File: config.mk
export PLATFORM = sky130hd
export DESIGN_NAME = round_robin_thread_scheduler
export DESIGN_NICKNAME = d
export VERILOG_FILES = /design/src/hw/rtl/rrts_pkg.sv /design/src/hw/rtl/rrts_cell.sv /design/src/hw/rtl/rrts_pick.sv /design/src/hw/rtl/round_robin_thread_scheduler.sv
export SDC_FILE = /design/constraint.sdc
export NUM_CORES = 2
export LEC_CHECK = 0
export BUFFER_PORTS_ARGS = -buffer_cell sky130_fd_sc_hd__buf_2
export CORE_ASPECT_RATIO = 1.25
export CORE_MARGIN = 10
export CORE_UTILIZATION = 48
export CTS_CLUSTER_DIAMETER = 80
export CTS_CLUSTER_SIZE = 24
export DETAILED_ROUTE_END_ITERATION = 6
export GPL_TIMING_DRIVEN = 1
export PLACE_DENSITY = 0.59
export SYNTH_ARGS = -nofsm -noshare
export SYNTH_HDL_FRONTEND = slang
export SYNTH_HIERARCHICAL = 1
export SYNTH_SLANG_ARGS = --single-unit
File: constraint.sdc
create_clock -name i_clk -period 8.5 [get_ports i_clk]
set_clock_uncertainty 0.1 [all_clocks]
set_input_delay 2.55 -clock i_clk [delete_from_list [all_inputs] [get_ports i_clk]]
set_output_delay 2.55 -clock i_clk [all_outputs]
set_load 0.005 [all_outputs]
File: src/hw/rtl/rrts_pkg.sv
`timescale 1ns / 1ps
`default_nettype none
// ----------------------------------------------------------------------------
// rrts_pkg
// Shared types and constants for the round-robin thread scheduler.
// ----------------------------------------------------------------------------
package rrts_pkg;

    // Width of a thread index and of the thread count register
    localparam int IDX_W      = 6;
    localparam int TC_W       = 6;
    localparam int TICKS_W    = 32;
    localparam int FLAGS_W    = 32;
    // Cells per priority group in the cell row
    localparam int GROUP_SIZE = 8;

    typedef enum logic [1:0] {
        OP_TICK  = 2'd0,
        OP_SCHED = 2'd1,
        OP_DELAY = 2'd2
    } t_op;

    typedef enum logic [1:0] {
        S_IDLE,
        S_SCAN,
        S_PICK,
        S_OUT
    } t_state;

    // Per-cycle commands broadcast to every cell
    typedef struct packed {
        logic tick;
        logic load;
        logic cfg_wr;
    } t_cell_ctrl;

endpackage
`default_nettype wire

File: src/hw/rtl/rrts_cell.sv
`timescale 1ns / 1ps
`default_nettype none
// ----------------------------------------------------------------------------
// rrts_cell
// One user thread: timeout counter, ready bit and a link of the in-group
// priority chain that finds the first requesting cell.
// ----------------------------------------------------------------------------
module rrts_cell #(
    parameter int IDX           = 0,
    parameter int TIMEOUT_WIDTH = 32
) (
    input  wire                       i_clk,
    input  wire                       i_rst_n,
    input  rrts_pkg::t_cell_ctrl      i_ctrl,
    input  wire [TIMEOUT_WIDTH-1:0]   i_ticks,
    input  wire [rrts_pkg::IDX_W-1:0] i_cur,
    input  wire                       i_act,
    input  wire                       i_act_new,
    input  wire                       i_seen_up,
    input  wire                       i_seen_all,
    output logic                      o_seen_up,
    output logic                      o_seen_all,
    output logic                      o_hit_up,
    output logic                      o_hit_all,
    output logic                      o_ready
);
    import rrts_pkg::*;

    logic [TIMEOUT_WIDTH-1:0] r_cnt;
    logic                     r_ready;
    logic                     w_sel;
    logic                     w_req_all;
    logic                     w_req_up;

    // This cell is the current thread's slot
    assign w_sel = (i_cur == IDX_W'(IDX + 1));

    // Hold counter and ready bit; tick, delay load and count changes update them
    always_ff @(posedge i_clk) begin
        if (!i_rst_n) begin
            r_cnt   <= '0;
            r_ready <= 1'b0;
        end else if (i_ctrl.cfg_wr) begin
            r_ready <= (r_ready & i_act_new) | (i_act_new & ~i_act);
        end else if (i_ctrl.load && w_sel) begin
            r_cnt   <= i_ticks;
            r_ready <= 1'b0;
        end else if (i_ctrl.tick && i_act && (r_cnt != '0)) begin
            r_cnt <= r_cnt - TIMEOUT_WIDTH'(1);
            if (r_cnt == TIMEOUT_WIDTH'(1)) begin
                r_ready <= 1'b1;
            end
        end
    end

    // Request lines: any ready active thread, and those after the current one
    assign w_req_all = r_ready & i_act;
    assign w_req_up  = w_req_all & (IDX_W'(IDX) >= i_cur);

    // Pass the chain: the first requester in the group wins
    assign o_hit_all  = w_req_all & ~i_seen_all;
    assign o_hit_up   = w_req_up & ~i_seen_up;
    assign o_seen_all = i_seen_all | w_req_all;
    assign o_seen_up  = i_seen_up | w_req_up;
    assign o_ready    = r_ready;

endmodule
`default_nettype wire

File: src/hw/rtl/rrts_pick.sv
`timescale 1ns / 1ps
`default_nettype none
// ----------------------------------------------------------------------------
// rrts_pick
// Registers the per-group winners of the cell row and merges the groups
// into the index of the next thread.
// ----------------------------------------------------------------------------
module rrts_pick #(
    parameter int MAX_THREADS = 32
) (
    input  wire                       i_clk,
    input  wire                       i_capture,
    input  wire [MAX_THREADS-1:0]     i_hit_up,
    input  wire [MAX_THREADS-1:0]     i_hit_all,
    output logic [rrts_pkg::IDX_W-1:0] o_next,
    output logic                      o_any
);
    import rrts_pkg::*;

    localparam int NG = (MAX_THREADS + GROUP_SIZE - 1) / GROUP_SIZE;

    logic [MAX_THREADS-1:0] r_hit_up;
    logic [MAX_THREADS-1:0] r_hit_all;
    logic [NG-1:0]          w_gany_up;
    logic [NG-1:0]          w_gany_all;
    logic [NG-1:0]          w_gany;
    logic [NG-1:0]          w_gfirst;
    logic [MAX_THREADS-1:0] w_vec;
    logic [MAX_THREADS-1:0] w_sel;
    logic                   w_use_up;
    logic                   w_found;

    // Hold the chain results for the merge stage
    always_ff @(posedge i_clk) begin
        if (i_capture) begin
            r_hit_up  <= i_hit_up;
            r_hit_all <= i_hit_all;
        end
    end

    // Merge groups: prefer threads after the current one, else wrap
    always_comb begin
        w_gany_up  = '0;
        w_gany_all = '0;
        for (int i = 0; i < MAX_THREADS; i++) begin
            w_gany_up[i / GROUP_SIZE]  = w_gany_up[i / GROUP_SIZE] | r_hit_up[i];
            w_gany_all[i / GROUP_SIZE] = w_gany_all[i / GROUP_SIZE] | r_hit_all[i];
        end
        w_use_up = |w_gany_up;
        w_vec    = w_use_up ? r_hit_up : r_hit_all;
        w_gany   = w_use_up ? w_gany_up : w_gany_all;
        w_found  = 1'b0;
        for (int g = 0; g < NG; g++) begin
            w_gfirst[g] = w_gany[g] & ~w_found;
            w_found     = w_found | w_gany[g];
        end
        o_next = '0;
        for (int i = 0; i < MAX_THREADS; i++) begin
            w_sel[i] = w_vec[i] & w_gfirst[i / GROUP_SIZE];
            if (w_sel[i]) begin
                o_next = o_next | IDX_W'(i + 1);
            end
        end
        o_any = |w_gany_all;
    end

endmodule
`default_nettype wire

File: src/hw/rtl/round_robin_thread_scheduler.sv
`timescale 1ns / 1ps
`default_nettype none
// ----------------------------------------------------------------------------
// round_robin_thread_scheduler
// Round-robin thread scheduler with per-thread tick timeouts, built as a row
// of thread cells with a registered two-level pick of the next thread.
// ----------------------------------------------------------------------------
// Sequence: after acceptance the block passes through the scan state, the pick
//   state for schedule and for a delay from a user thread, and the output state,
//   where the result is loaded once the previous result is taken or gone.
// Throughput: one transaction at a time; the input is ready only in the idle
//   state, so a new operation waits for the cell update, the registered
//   in-group chain, the group merge stage when run, and the output load of the last one.
// Reset: synchronous; thread count 1, idle thread current, all timeouts and
//   ready bits cleared, no output pending.
// ----------------------------------------------------------------------------
module round_robin_thread_scheduler #(
    parameter int MAX_THREADS   = 32,
    parameter int TIMEOUT_WIDTH = 32
) (
    input  wire         i_clk,
    input  wire         i_rst_n,
    // configuration
    input  wire         i_cfg_wr_en,
    input  wire  [5:0]  i_cfg_wr_data,  // thread_count
    // input stream
    input  wire         i_s_axis_tvalid,
    output logic        o_s_axis_tready,
    input  wire  [31:0] i_s_axis_tdata, // [31:0] delay_ticks
    input  wire  [1:0]  i_s_axis_tuser, // [1:0] op
    // output stream
    output logic        o_m_axis_tvalid,
    input  wire         i_m_axis_tready,
    output logic [39:0] o_m_axis_tdata  // [5:0] next_thread, [6] switch_request,
                                        // [38:7] ready_flags, [39] delay_error
);
    import rrts_pkg::*;

    localparam int MAX_USERS = MAX_THREADS;

    t_state               r_state;
    t_state               n_state;
    logic [TC_W-1:0]      r_tc;
    logic [IDX_W-1:0]     r_cur;
    logic [IDX_W-1:0]     r_before;
    logic                 r_err;
    logic                 r_sched;
    logic                 r_out_valid;
    logic [39:0]          r_out_data;

    logic                 w_accept;
    logic                 w_load_out;
    t_op                  w_op;
    t_cell_ctrl           w_ctrl;
    logic [IDX_W-1:0]     w_users_old;
    logic [IDX_W-1:0]     w_users_new;
    logic [IDX_W-1:0]     w_next;
    logic                 w_any;
    logic [MAX_THREADS-1:0] w_act;
    logic [MAX_THREADS-1:0] w_act_new;
    logic [MAX_THREADS-1:0] w_seen_up;
    logic [MAX_THREADS-1:0] w_seen_all;
    logic [MAX_THREADS-1:0] w_hit_up;
    logic [MAX_THREADS-1:0] w_hit_all;
    logic [MAX_THREADS-1:0] w_ready;
    logic [FLAGS_W-1:0]   w_flags;

    // Number of user threads from a thread count value
    function automatic logic [IDX_W-1:0] users_of(input logic [TC_W-1:0] tc);
        logic [IDX_W-1:0] u;
        if (tc == '0) begin
            u = '0;
        end else if (tc > TC_W'(MAX_USERS + 1)) begin
            u = IDX_W'(MAX_USERS);
        end else begin
            u = IDX_W'(tc - TC_W'(1));
        end
        return u;
    endfunction

    assign w_op        = t_op'(i_s_axis_tuser);
    assign w_accept    = i_s_axis_tvalid && o_s_axis_tready;
    assign w_users_old = users_of(r_tc);
    assign w_users_new = users_of(i_cfg_wr_data);

    // Broadcast commands to the cells
    always_comb begin
        w_ctrl.tick   = w_accept && (w_op == OP_TICK);
        w_ctrl.load   = w_accept && (w_op == OP_DELAY) && (r_cur != '0);
        w_ctrl.cfg_wr = i_cfg_wr_en;
    end

    // Row of thread cells; the priority chain restarts at each group
    genvar gi;
    generate
        for (gi = 0; gi < MAX_THREADS; gi++) begin : g_cell
            logic w_in_up;
            logic w_in_all;
            assign w_act[gi]     = (IDX_W'(gi) < w_users_old);
            assign w_act_new[gi] = (IDX_W'(gi) < w_users_new);
            if ((gi % GROUP_SIZE) == 0) begin : g_head
                assign w_in_up  = 1'b0;
                assign w_in_all = 1'b0;
            end else begin : g_link
                assign w_in_up  = w_seen_up[gi-1];
                assign w_in_all = w_seen_all[gi-1];
            end
            rrts_cell #(
                .IDX           (gi),
                .TIMEOUT_WIDTH (TIMEOUT_WIDTH)
            ) u_cell (
                .i_clk      (i_clk),
                .i_rst_n    (i_rst_n),
                .i_ctrl     (w_ctrl),
                .i_ticks    (i_s_axis_tdata[TIMEOUT_WIDTH-1:0]),
                .i_cur      (r_cur),
                .i_act      (w_act[gi]),
                .i_act_new  (w_act_new[gi]),
                .i_seen_up  (w_in_up),
                .i_seen_all (w_in_all),
                .o_seen_up  (w_seen_up[gi]),
                .o_seen_all (w_seen_all[gi]),
                .o_hit_up   (w_hit_up[gi]),
                .o_hit_all  (w_hit_all[gi]),
                .o_ready    (w_ready[gi])
            );
        end
    endgenerate

    // Merge the group winners into the next thread index
    rrts_pick #(
        .MAX_THREADS (MAX_THREADS)
    ) u_pick (
        .i_clk     (i_clk),
        .i_capture (r_state == S_SCAN),
        .i_hit_up  (w_hit_up),
        .i_hit_all (w_hit_all),
        .o_next    (w_next),
        .o_any     (w_any)
    );

    assign w_flags = FLAGS_W'(w_ready);

    // State register
    always_ff @(posedge i_clk) begin
        if (!i_rst_n) begin
            r_state <= S_IDLE;
        end else begin
            r_state <= n_state;
        end
    end

    // Next state and handshake
    always_comb begin
        n_state         = r_state;
        o_s_axis_tready = 1'b0;
        w_load_out      = 1'b0;
        case (r_state)
            S_IDLE: begin
                o_s_axis_tready = 1'b1;
                if (i_s_axis_tvalid) begin
                    n_state = S_SCAN;
                end
            end
            S_SCAN: begin
                n_state = r_sched ? S_PICK : S_OUT;
            end
            S_PICK: begin
                n_state = S_OUT;
            end
            S_OUT: begin
                if (!r_out_valid || i_m_axis_tready) begin
                    w_load_out = 1'b1;
                    n_state    = S_IDLE;
                end
            end
            default: begin
                n_state = S_IDLE;
            end
        endcase
    end

    // Hold thread count, current thread and transaction flags
    always_ff @(posedge i_clk) begin
        if (!i_rst_n) begin
            r_tc    <= TC_W'(1);
            r_cur   <= '0;
            r_err   <= 1'b0;
            r_sched <= 1'b0;
        end else begin
            if (i_cfg_wr_en) begin
                r_tc <= i_cfg_wr_data;
            end
            if (w_accept) begin
                r_err   <= (w_op == OP_DELAY) && (r_cur == '0);
                r_sched <= (w_op == OP_SCHED) || ((w_op == OP_DELAY) && (r_cur != '0));
            end
            if (r_state == S_PICK) begin
                r_cur <= w_any ? w_next : '0;
            end
        end
    end

    // Capture the thread current before the transaction
    always_ff @(posedge i_clk) begin
        if (w_accept) begin
            r_before <= r_cur;
        end
    end

    // Output register: load the result, drop it when taken
    always_ff @(posedge i_clk) begin
        if (!i_rst_n) begin
            r_out_valid <= 1'b0;
        end else if (w_load_out) begin
            r_out_valid <= 1'b1;
        end else if (i_m_axis_tready) begin
            r_out_valid <= 1'b0;
        end
    end

    always_ff @(posedge i_clk) begin
        if (w_load_out) begin
            r_out_data <= {r_err, w_flags, (r_cur != r_before), r_cur};
        end
    end

    assign o_m_axis_tvalid = r_out_valid;
    assign o_m_axis_tdata  = r_out_data;

endmodule
`default_nettype wire

=== Yosys cells after proc, flatten, opt, wreduce, memory -nomap -nowiden ===
Cells that the tools add are included.

* Bits in registers: 1,183
* Bits in latches: 0
* RAM bits: 0
* Memory bits (read-only): 0
* Input port bits: 45
* Output and inout bits: 42
* Word-level logic and storage cells: 1,837
* Memories kept: 0

* $add $sub $neg: 34
* $mul: 0
* Divide/modulo/power cells: 0
* Magnitude comparators: 98
* Equal/unequal tests: 173
* Shifts and indexed selects: 0
* Multiplexer cells: 800
* Bitwise gates (word level): 448
* Reductions and logical operators: 210

{| class="wikitable"
|+ Operators by type and width
! kind !! count
|-
| $mux W32 || 289
|-
| $eq A32 B1 Y1 const B || 32
|-
| $reduce_bool A32 Y1 || 32
|-
| $sub A32 B1 Y32 const B || 32
|-
| $mux W1 || 463
|-
| $ne A4 B1 Y1 const B || 64
|-
| $and A1 B1 Y1 || 219
|-
| $lt A5 B6 Y1 const A || 32
|-
| $or A1 B1 Y1 || 138
|-
| $reduce_and A2 Y1 || 65
|-
| $logic_and A1 B1 Y1 || 102
|-
| $ne A3 B1 Y1 const B || 33
|-
| $eq A6 B5 Y1 const B || 16
|-
| $ge A5 B6 Y1 const A || 16
|-
| $lt A4 B6 Y1 const A || 16
|-
| $not A1 Y1 || 91
|-
| $mux W5 || 16
|-
| $mux W6 || 12
|-
| $eq A6 B4 Y1 const B || 8
|-
| $ge A4 B6 Y1 const A || 8
|-
| $lt A3 B6 Y1 const A || 8
|-
| $mux W4 || 9
|-
| $eq A6 B3 Y1 const B || 4
|-
| $ge A3 B6 Y1 const A || 4
|-
| 23 further kinds || 54
|}

=== Longest topological paths before layout ===
* Depth after elaboration: 45
* Gate-level depth with buffers: 21

=== Modules after synthesis ===
The synthesis kept the hierarchy.

{| class="wikitable"
|+ Modules (own cells, without submodules)
! module !! times used !! cells each !! area each (um^2)
|-
| round_robin_thread_scheduler || 1 || 324 || 3,251.9
|-
| rrts_pick || 1 || 193 || 2,742.6
|-
| rrts_cell (g_cell[3].u_cell) || 1 || 334 || 2,596.2
|-
| rrts_cell (g_cell[2].u_cell) || 1 || 341 || 2,553.7
|-
| rrts_cell (g_cell[15].u_cell) || 1 || 329 || 2,529.9
|-
| rrts_cell (g_cell[18].u_cell) || 1 || 326 || 2,511.2
|-
| rrts_cell (g_cell[17].u_cell) || 1 || 328 || 2,503.7
|-
| rrts_cell (g_cell[21].u_cell) || 1 || 331 || 2,501.1
|-
| rrts_cell (g_cell[23].u_cell) || 1 || 327 || 2,486.1
|-
| rrts_cell (g_cell[20].u_cell) || 1 || 328 || 2,484.9
|-
| rrts_cell (g_cell[22].u_cell) || 1 || 317 || 2,464.9
|-
| rrts_cell (g_cell[8].u_cell) || 1 || 330 || 2,452.4
|-
| rrts_cell (g_cell[16].u_cell) || 1 || 318 || 2,451.1
|-
| rrts_cell (g_cell[7].u_cell) || 1 || 314 || 2,449.8
|-
| +20 rows || - || - || -
|}

=== Least setup slack after synthesis ===
OpenSTA, ideal clock, no wires.

* Path type: in2reg
* Start point: in i_s_axis_tvalid
* End point: reg g_cell[21].u_cell.r_cnt[27]
* Setup time: 0.117 ns
* Data arrival time: 6.885 ns
* Data required time: 8.283 ns
* Path slack: 1.398 ns
* Stages: 6
* Cell sequence: nand2_1 -> nor3_1 -> nand2_1 -> or2_2 -> or4_1 -> a32o_1

{| class="wikitable"
|+ RTL lines
! element !! line !! RTL
|-
| from (decl) || round_robin_thread_scheduler.sv:27 || <nowiki>input wire i_s_axis_tvalid,</nowiki>
|-
| to (signal assigned) || rrts_cell.sv:46 || <nowiki>r_cnt <= i_ticks;</nowiki>
|-
| to (signal assigned) || rrts_cell.sv:49 || <nowiki>r_cnt <= r_cnt - TIMEOUT_WIDTH'(1);</nowiki>
|-
| to (decl) || rrts_cell.sv:29 || <nowiki>logic [TIMEOUT_WIDTH-1:0] r_cnt;</nowiki>
|}

==> results.json <==
{
  "finalMaxSlewViolations": 0,
  "ff2ff_path_depth": 12,
  "post_route_cells_drive_above_1_share_pct": 8.676,
  "gr-usage-all-layers_pct": 32.99,
  "synthesis.instances": 10810,
  "fmax_mhz": 162.6,
  "crit-reg2reg-launch": "r_cur[3]$_SDFFE_PN0N_",
  "layout_commonest_cell": "sky130_fd_sc_hd__nand2_1",
  "worstSetupEndpoint": "g_cell[31].u_cell/r_cnt[4]$_SDFFE_PN0P_",
  "clock_tree.htree_level_count": 3,
  "critical_path.startpoint_type": "input port",
  "final_period_minus_worst_setup_slack_ns": 6.149,
  "place.detailed.hpwl_um": 199200,
  "min-delay-path-class": "flop to flop",
  "areaGrowthSynthToFinish_pct": 4.186,
  "numPortBuffers": 86,
  "grt_max_degree": 126,
  "clock_tree_from_tritoncts": "built",
  "grt_overflow_total": 0,
  "final_min_period_over_clock_period_pct": 72.34,
  "cp.required_ns": 9.00,
  "crit_path_top_delay_cell": "sky130_fd_sc_hd__nand2b_1",
  "clk_root_buffer_cell": "sky130_fd_sc_hd__clkbuf_16",
  "pin_count": 87,
  "clkSinkCount": 1183,
  "drt_iter0_drc": 10470,
  "cts-hold-fix-buffers": 0,
  "postRouteAntennaNets": 0,
  "cts_max_path_buffers": 3,
  "first_pass_grt_wire_length_um": 497700,
  "reg2reg_to": "g_cell[31].u_cell/r_cnt[4]$_SDFFE_PN0P_",
  "finalHoldViolCount": 0,
  "post_synthesis_instance_area_um2": 82040,
  "placed_cell_area_um2": 82870,
  "cts.repair_timing.setup_buffer_count": 0,
  "coreArea_um2": 169800,
  "timing_worst_slew_pin_value_ns": 1.329,
  "num_vias": 89070,
  "arrival_ns": 6.65,
  "max_stage_delay_ns": 0.79,
  "final.setup.tns_ns": 0,
  "die_area_um2": 188000,
  "final.fill_count": 16790,
  "floorplan.initialDensity_pct": 48.32,
  "cts_clock_pin_slew_for_the_worst_setup_and_hold_paths_ns": 0.10,
  "die_width_um": 389.8,
  "slew_headroom_pct": 10.47,
  "vias_per_cell": 7.059,
  "detail_route.first_pass.iterations": 7,
  "run_status": "finished, final reports clean",
  "grt_antenna_before_repair": 25,
  "drc_errors": 0,
  "critPathCaptureType": "flop",
  "irDropWorstVdd_v": 0.0001408,
  "maxCapViolCount": 0,
  "postCtsResizedCells": 0,
  "drt-wirelength-per-cell_um": 26.16,
  "worst_setup_path_startpoint": "i_s_axis_tuser[1]",
  "cts_inserted_buffers": 78,
  "power_density_nw_per_um2": 150.8,
  "critPathKind": "input port to flop",
  "cell_repeated_most_along_the_worst_path": "sky130_fd_sc_hd__buf_4",
  "setup_violations": 0,
  "r2r_setup_slack_ns": 3.28,
  "layout_common_cells": "sky130_fd_sc_hd__nand2_1 (1,299), sky130_fd_sc_hd__dfxtp_1 (1,067), sky130_fd_sc_hd__a21oi_1 (1,010)",
  "critical_path.max_fanout": 63,
  "first_global_vias": 81970,
  "routabilityCongestion": 0.9438,
  "final_net_count": 10440,
  "total_leakage_power_nw": 33.01,
  "syn_avg_cell_area_um2": 7.590,
  "grt_setup_unrepaired": "false",
  "postRouteWirelength_um": 330100,
  "clock_insertion_delay_at_the_later_pin_of_the_skew_report_ns": 0.75,
  "yosysWarnings": 6,
  "finish.instance_area_um2": 85480,
  "num_rows": 169,
  "critical_path.cell_chain": "buf_2 -> nor2b_1 -> nand2_1 -> nor2_4 -> buf_4 -> nor4bb_1 -> and2_2 -> buf_4 -> nand2b_1 -> a22oi_1 -> o32ai_1",
  "die_y_um": 482.2
}
## worst min path at each step
| stage | start | end | slack (ns) | depth (start not counted) |
|---|---|---|---|---|
| final | r_err$_SDFFE_PN0P_ | o_m_axis_tdata[39]$_DFFE_PP_ | 0.35 | 0 |
| after global routing | r_err$_SDFFE_PN0P_ | o_m_axis_tdata[39]$_DFFE_PP_ | 0.37 | 0 |
| after CTS | r_err$_SDFFE_PN0P_ | o_m_axis_tdata[39]$_DFFE_PP_ | 0.35 | 0 |
| after detailed placement | r_err$_SDFFE_PN0P_ | o_m_axis_tdata[39]$_DFFE_PP_ | 0.32 | 0 |
| after global placement | r_err$_SDFFE_PN0P_ | o_m_axis_tdata[39]$_DFFE_PP_ | 0.32 | 0 |
| after floorplan | r_err$_SDFFE_PN0P_ | o_m_axis_tdata[39]$_DFFE_PP_ | 0.31 | 0 |
## per-layer routing
metal  global-route usage (%)  vias up  wire, µm
li1                         -    40510         -
met1                    43.04    43290    135500
met2                    52.05     4435    145500
met3                    5.419      817     31180
met4                    17.77       20     17820
met5                        0        -       143
## registers in the layout, summed over array words and instances, names as in the netlist, 2 cells and up
| signal | count |
|---|---|
| g_cell.u_cell/o_ready | 32 |
| u_pick/r_hit_all | 32 |
| r_tc | 6 |
| o_m_axis_tdata | 40 |
| r_before | 6 |
| g_cell.u_cell/r_cnt | 1024 |
| u_pick/r_hit_up | 32 |
| r_state | 2 |
| r_cur | 6 |
## layout make-up
| type | instances | area [µm²] | share of cell area [%] |
|---|---|---|---|
| clock buffers | 91 | 2011 | 2.352 |
| well taps | 2223 | 2781 | 3.254 |
| repair buffers | 265 | 1962 | 2.295 |
| multi-input cells | 8580 | 52510 | 61.43 |
| inverters | 216 | 810.8 | 0.9485 |
| diodes | 10 | 25.02 | 0.02928 |
| flip-flops and latches | 1183 | 24810 | 29.02 |
| clock inverters | 50 | 570.5 | 0.6675 |
## critical path, delay by kind of cell
family | cells | cell delay, ns
buf+inv | 3 | 1.26
compound gates | 2 | 0.53
simple gates | 6 | 2.23
## where the power goes
| part | leakage, nW | switching, mW | internal, mW |
|---|---|---|---|
| Clock | 1.26 | 2.47 | 1.85 |
| Sequential | 9.70 | 0.239 | 5.87 |
| Combinational | 22.1 | 1.75 | 0.711 |
| Total | 33.0 | 4.46 | 8.43 |
## metrics by stage
step	hold WS, ns	setup WS, ns	std cells	utilization, %	total power [mW]
floorplan	0.3081	1.398	10820	-	7.571
global placement	0.3219	1.854	12470	48.81	8.595
detailed placement	0.3247	1.761	12470	48.81	8.614
CTS	0.3491	2.564	12610	50.33	12.88
global route	0.3719	2.067	12610	50.33	13.29
finish	0.3478	2.351	12620	50.34	12.89
Note: power is estimated with default switching activity, not from simulation.
